**src/mrh_pkg.sv**
```systemverilog
// ----------------------------------------------------------------------------
// mrh_pkg
// shared types and constants of the monotone radix heap
// ----------------------------------------------------------------------------
package mrh_pkg;

    localparam int KEY_BITS_DEF     = 32;
    localparam int BUCKET_DEPTH_DEF = 256;
    localparam int PAYLOAD_BITS_DEF = 20;

    localparam int IN_KEY_W  = 32;
    localparam int IN_PAY_W  = 20;

    typedef enum logic [1:0] {
        CMD_RESTART = 2'd0,
        CMD_PUSH    = 2'd1,
        CMD_POP     = 2'd2,
        CMD_NONE    = 2'd3
    } t_cmd;

    typedef enum logic [1:0] {
        ST_OK    = 2'd0,
        ST_EMPTY = 2'd1,
        ST_FULL  = 2'd2
    } t_status;

    typedef enum logic [3:0] {
        S_IDLE,
        S_PLACE,
        S_SCAN,
        S_SPLIT,
        S_MOVE_RD,
        S_MOVE_WAIT,
        S_MOVE_WR,
        S_POP_RD,
        S_POP_WAIT,
        S_POP_DONE,
        S_OUT
    } t_state;

    // commands from the controller to the datapath
    typedef struct packed {
        logic load;       // capture the input transaction
        logic restart;    // clear last key and captured key, for placing key zero
        logic place_in;   // place the captured entry
        logic scan_init;  // start lowest bucket search
        logic scan_step;  // advance search by one bucket
        logic split;      // take over bucket minimum as last key
        logic move_rd;    // read entry of split bucket
        logic move_wr;    // place the read entry again
        logic pop_rd;     // read top of bucket zero
        logic pop_done;   // drop top of bucket zero, latch result
        logic set_empty;  // report pop on empty heap
        logic out_valid;  // result register holds a transaction
    } t_ctrl;

    // status from the datapath to the controller
    typedef struct packed {
        logic [1:0] cmd;
        logic       b0_empty;
        logic       scan_hit;
        logic       scan_end;
        logic       move_last;
    } t_stat;

endpackage

```
**src/mrh_ctrl.sv**
```systemverilog
// ----------------------------------------------------------------------------
// mrh_ctrl
// command sequencer of the monotone radix heap
// ----------------------------------------------------------------------------
module mrh_ctrl (
    input  logic           i_clk,
    input  logic           i_rst_n,
    input  logic           i_in_valid,
    output logic           o_in_ready,
    output logic           o_out_valid,
    input  logic           i_out_ready,
    input  mrh_pkg::t_stat i_stat,
    output mrh_pkg::t_ctrl o_ctrl
);

    mrh_pkg::t_state r_state, n_state;

    always_ff @(posedge i_clk) begin
        if (!i_rst_n) begin
            r_state <= mrh_pkg::S_IDLE;
        end else begin
            r_state <= n_state;
        end
    end

    always_comb begin
        n_state    = r_state;
        o_ctrl     = '0;
        o_in_ready = 1'b0;
        unique case (r_state)
            mrh_pkg::S_IDLE: begin
                o_in_ready = 1'b1;
                if (i_in_valid) begin
                    o_ctrl.load = 1'b1;
                    n_state     = mrh_pkg::S_PLACE;
                end
            end
            mrh_pkg::S_PLACE: begin
                unique case (i_stat.cmd)
                    mrh_pkg::CMD_RESTART: begin
                        o_ctrl.restart = 1'b1;
                        n_state        = mrh_pkg::S_SPLIT;
                    end
                    mrh_pkg::CMD_PUSH: begin
                        o_ctrl.place_in = 1'b1;
                        n_state         = mrh_pkg::S_OUT;
                    end
                    mrh_pkg::CMD_POP: begin
                        o_ctrl.scan_init = 1'b1;
                        n_state = i_stat.b0_empty ? mrh_pkg::S_SCAN : mrh_pkg::S_POP_RD;
                    end
                    default: n_state = mrh_pkg::S_OUT;
                endcase
            end
            mrh_pkg::S_SCAN: begin
                if (i_stat.scan_hit) begin
                    o_ctrl.split = 1'b1;
                    n_state      = mrh_pkg::S_MOVE_RD;
                end else if (i_stat.scan_end) begin
                    o_ctrl.set_empty = 1'b1;
                    n_state          = mrh_pkg::S_OUT;
                end else begin
                    o_ctrl.scan_step = 1'b1;
                end
            end
            mrh_pkg::S_SPLIT: begin
                // restart placement, after last key is cleared
                o_ctrl.place_in = 1'b1;
                n_state         = mrh_pkg::S_OUT;
            end
            mrh_pkg::S_MOVE_RD: begin
                o_ctrl.move_rd = 1'b1;
                n_state        = mrh_pkg::S_MOVE_WAIT;
            end
            mrh_pkg::S_MOVE_WAIT: begin
                n_state = mrh_pkg::S_MOVE_WR;
            end
            mrh_pkg::S_MOVE_WR: begin
                o_ctrl.move_wr = 1'b1;
                n_state = i_stat.move_last ? mrh_pkg::S_POP_RD : mrh_pkg::S_MOVE_RD;
            end
            mrh_pkg::S_POP_RD: begin
                o_ctrl.pop_rd = 1'b1;
                n_state       = mrh_pkg::S_POP_WAIT;
            end
            mrh_pkg::S_POP_WAIT: begin
                // keep the read address on the top of bucket zero
                o_ctrl.pop_rd = 1'b1;
                n_state       = mrh_pkg::S_POP_DONE;
            end
            mrh_pkg::S_POP_DONE: begin
                o_ctrl.pop_done = 1'b1;
                n_state         = mrh_pkg::S_OUT;
            end
            mrh_pkg::S_OUT: begin
                o_ctrl.out_valid = 1'b1;
                if (i_out_ready) begin
                    n_state = mrh_pkg::S_IDLE;
                end
            end
            default: n_state = mrh_pkg::S_IDLE;
        endcase
    end

    assign o_out_valid = o_ctrl.out_valid;

endmodule

```
**config.mk**
```make
export PLATFORM = sky130hd
export DESIGN_NAME = mrh_ctrl
export DESIGN_NICKNAME = d
export VERILOG_FILES = /design/src/mrh_pkg.sv /design/src/mrh_ctrl.sv
export SDC_FILE = /design/constraint.sdc
export NUM_CORES = 1
export LEC_CHECK = 0
export ABC_AREA = 1
export BUFFER_PORTS_ARGS = -buffer_cell sky130_fd_sc_hd__buf_2
export CAP_MARGIN = 30
export CELL_PAD_IN_SITES_DETAIL_PLACEMENT = 0
export CELL_PAD_IN_SITES_GLOBAL_PLACEMENT = 1
export CORE_MARGIN = 4
export CORE_UTILIZATION = 27
export CTS_CLUSTER_SIZE = 10
export DETAILED_ROUTE_END_ITERATION = 10
export PLACE_DENSITY = 0.9
export SLEW_MARGIN = 20
export SYNTH_ARGS = -nofsm -noshare
export SYNTH_HDL_FRONTEND = slang
export SYNTH_SLANG_ARGS = --single-unit
```
**constraint.sdc**
```tcl
create_clock -name i_clk -period 2.75 [get_ports i_clk]
set_input_delay 0.1375 -clock i_clk [delete_from_list [all_inputs] [get_ports i_clk]]
set_output_delay 0.1375 -clock i_clk [all_outputs]
set_load 0.01 [all_outputs]
```
==> reports/results.txt <==
Max Cap Viol: 0
Setup TNS: 0 ns
Hold Path Origin: i_rst_n
Port-buffer cells: 23
CP required: 2.61 ns
First-pass iteration count of the detailed router: 4
H-tree levels: 1
CP endpoint kind: output pin
WL per Instance: 9.058 um
Top-Level Pins: 24
Cell taking the most area after synthesis: nand2_1
Avg Cell Area, Syn: 5.224 um2
DP Cell Count: 117
Cells after synthesis: 80
WHS Endpoint: r_state[0]
RSZ-0062 raised after global routing: false
VDD IR-drop max: 0.5135 mV
# clock sinks: 4
Fmax: 692.9 MHz
Final ANT Viol Nets: 0
Sw frac: 52.23%
GRT Overall Usage: 10.76%
Final worst path period need: 1.443 ns
Layout cells sized above 1: 35.24%
CP cell instances: nor2_1, nand2_1, nor3b_1, buf_2
Worst-path maximum fanout: 6
Total CTS buffers: 3
CTS Hold Bufs: 0
Final Non-Filler Cells: 120
Share of the synthesized area in the top cell type: 24.25%
Worst skew pair latency: 0.23 ns
Top Registers: r_state (4)
Largest Register: r_state
Comb power frac: 65.2%
#FFs+latches synth: 4
Sequential power share: 21.6%
Post-route setup slack: 1.307 ns
Post-route DRC: 0
Slew at the pin with the worst max-slew slack: 0.2942 ns
Slew margin rel.: 80.31%
Initial drt markers: 4
Fin util: 41.00%
Largest net degree at the start of global routing: 7
GP Congestion: 0.7747
Clock share of power: 13.2%
Fin Hold WS: 0.1728 ns
Minimum setup slack among reg-to-reg paths: 1.54 ns
Synth Warn #: 0
FF-to-FF Start: r_state[3]
Outcome: finished clean
Vias/cell: 4.333
Initial antenna violation count: 0
Final nets: 117
Slowest CP cell: dfxtp_1
Synth area leaders: nand2_1 24%, dfxtp_1 19%, inv_1 12%
Slew Limit Fails: 0
Die ar.: 2241 um2
Startpoint Class: flip-flop
DR vias: 520
Max stage delay on crit path: 0.34 ns
Sw power: 0.0002817 W
Leak pwr: 0.3727 nW
Pwr Density: 951.5 nW/um2
Syn nets: 90
Terminus of the critical flop-to-flop path: r_state[3]
# resized after CTS: 0
CP Class: flip-flop to output pin
Worst Hold Class: input port to flip-flop
Hold Path Stages: 3
Worst Skew: 0.006521 ns
Max reg flops: 4
Cell Int Power: 0.0002576 W
# setup viols final: 0
Root buffer cell: clkbuf_4
Library cells used by synthesis: 17
Total grt overflow: 0
Detailed placer's ending HPWL: 953 um
Diodes inserted: 0
Clock Pin Slew Worst Setup and Hold Paths: 0.04 ns
First-pass GRT wire length: 1.697 mm
Worst endpoint data arrival time: 1.31 ns
Post-Syn Area: 417.9 um2
Worst-case reg-to-reg path depth: 7
Area growth, synth to finish: 35.63%
Final wirelength: 1.087 mm
Rows: 13
Vias in the first global route: 459
Max clock buf depth: 2
Post-Place Setup Slack: 1.539 ns
Seq/Total Area, Yosys: 19.16%
Final hold vios: 0
Crit share post-route: 52.48%
CTS tree: yes
Postcts setup bufs: 0
Chip Width: 47.34 um
Die height: 47.34 um
Starting density of the core: 30.23%
Core area: 1383 um2
[power groups by stage]
stage	sequential, W	clock (W)	combinational (W)
floorplan	0.000110	0	0.000259
global placement	0.000116	0	0.000352
detailed placement	0.000117	0	0.000353
CTS	0.000116	0.0000744	0.000355
global route	0.000123	0.0000813	0.000400
finish	0.000117	0.0000714	0.000351
[worst max path at each step]
| stage | cells after the start | end | slack [ns] | from |
|---|---|---|---|---|
| final | 4 | o_ctrl[1] | 1.31 | r_state[2] |
| after global routing | 4 | o_ctrl[1] | 1.22 | r_state[2] |
| after CTS | 4 | o_ctrl[1] | 1.30 | r_state[2] |
| after detailed placement | 7 | r_state[3] | 1.54 | r_state[3] |
| after global placement | 7 | r_state[0] | 1.53 | r_state[3] |
| after floorplan | 3 | o_ctrl[0] | 1.62 | r_state[1] |
[logic make-up after synthesis]
kind of cell    after synthesis  synth area share, %
simple gates                 55                59.58
compound gates                4                5.090
flops                         4                19.16
buf+inv                      17                16.17
[metal layers]
metal	GRT usage (%)	wire length, um
met5	0	0
met4	1.657	0
met1	14.16	480
met3	5.747	95
met2	15.78	511
[Yosys cell counts]
master,n
nor2_4,1
nand2_1,27
buf_4,1
nand2_2,2
nor3_1,4
inv_2,3
nand3b_1,1
o21ai_1,1
inv_1,13
nor3b_1,1
nand3_2,1
a31oi_1,1
a21oi_1,2
nand3_1,1
nor2_2,4
nor2_1,13
dfxtp_1,4
[critical path: cells and delay by family (launching register included)]
kind / cells / cell delay [ns]
buffers and inverters: 1 / 0.16
flip-flops: 1 / 0.34
AND/OR/NAND/NOR: 3 / 0.58
[cells in the final DEF, fill, tap and decap left out]
| cell | n |
|---|---|
| nand3_1 | 1 |
| inv_2 | 3 |
| nor2_2 | 4 |
| o21ai_1 | 1 |
| buf_2 | 23 |
| nand2_2 | 2 |
| nor3b_1 | 1 |
| a21oi_1 | 2 |
| nor3_1 | 4 |
| nand2_1 | 27 |
| nor2_1 | 13 |
| a31oi_1 | 1 |
| inv_1 | 13 |
| nor2_4 | 1 |
| nand3b_1 | 1 |
| nand3_2 | 1 |
| dfxtp_1 | 4 |
| clkbuf_4 | 3 |
[per-stage QoR]
| stage | area [um2] | total power [W] |
|---|---|---|
| after floorplan | 417.9 | 0.0003687 |
| after global placement | 544.3 | 0.0004675 |
| after detailed placement | 544.3 | 0.0004701 |
| after CTS | 566.8 | 0.0005451 |
| after global routing | 566.8 | 0.0006043 |
| final | 566.8 | 0.0005393 |
[area by class of cell]
class                           instances  area (um2)
Clock buffer                            3       22.52
Inverter                               16       60.06
Timing Repair Buffer                   23       115.1
Multi-Input combinational cell         59       270.3
Fill cell                             162       815.8
Tap cell                               15       18.77
Sequential cell                         4       80.08
Note: power is estimated with default switching activity, not from simulation.
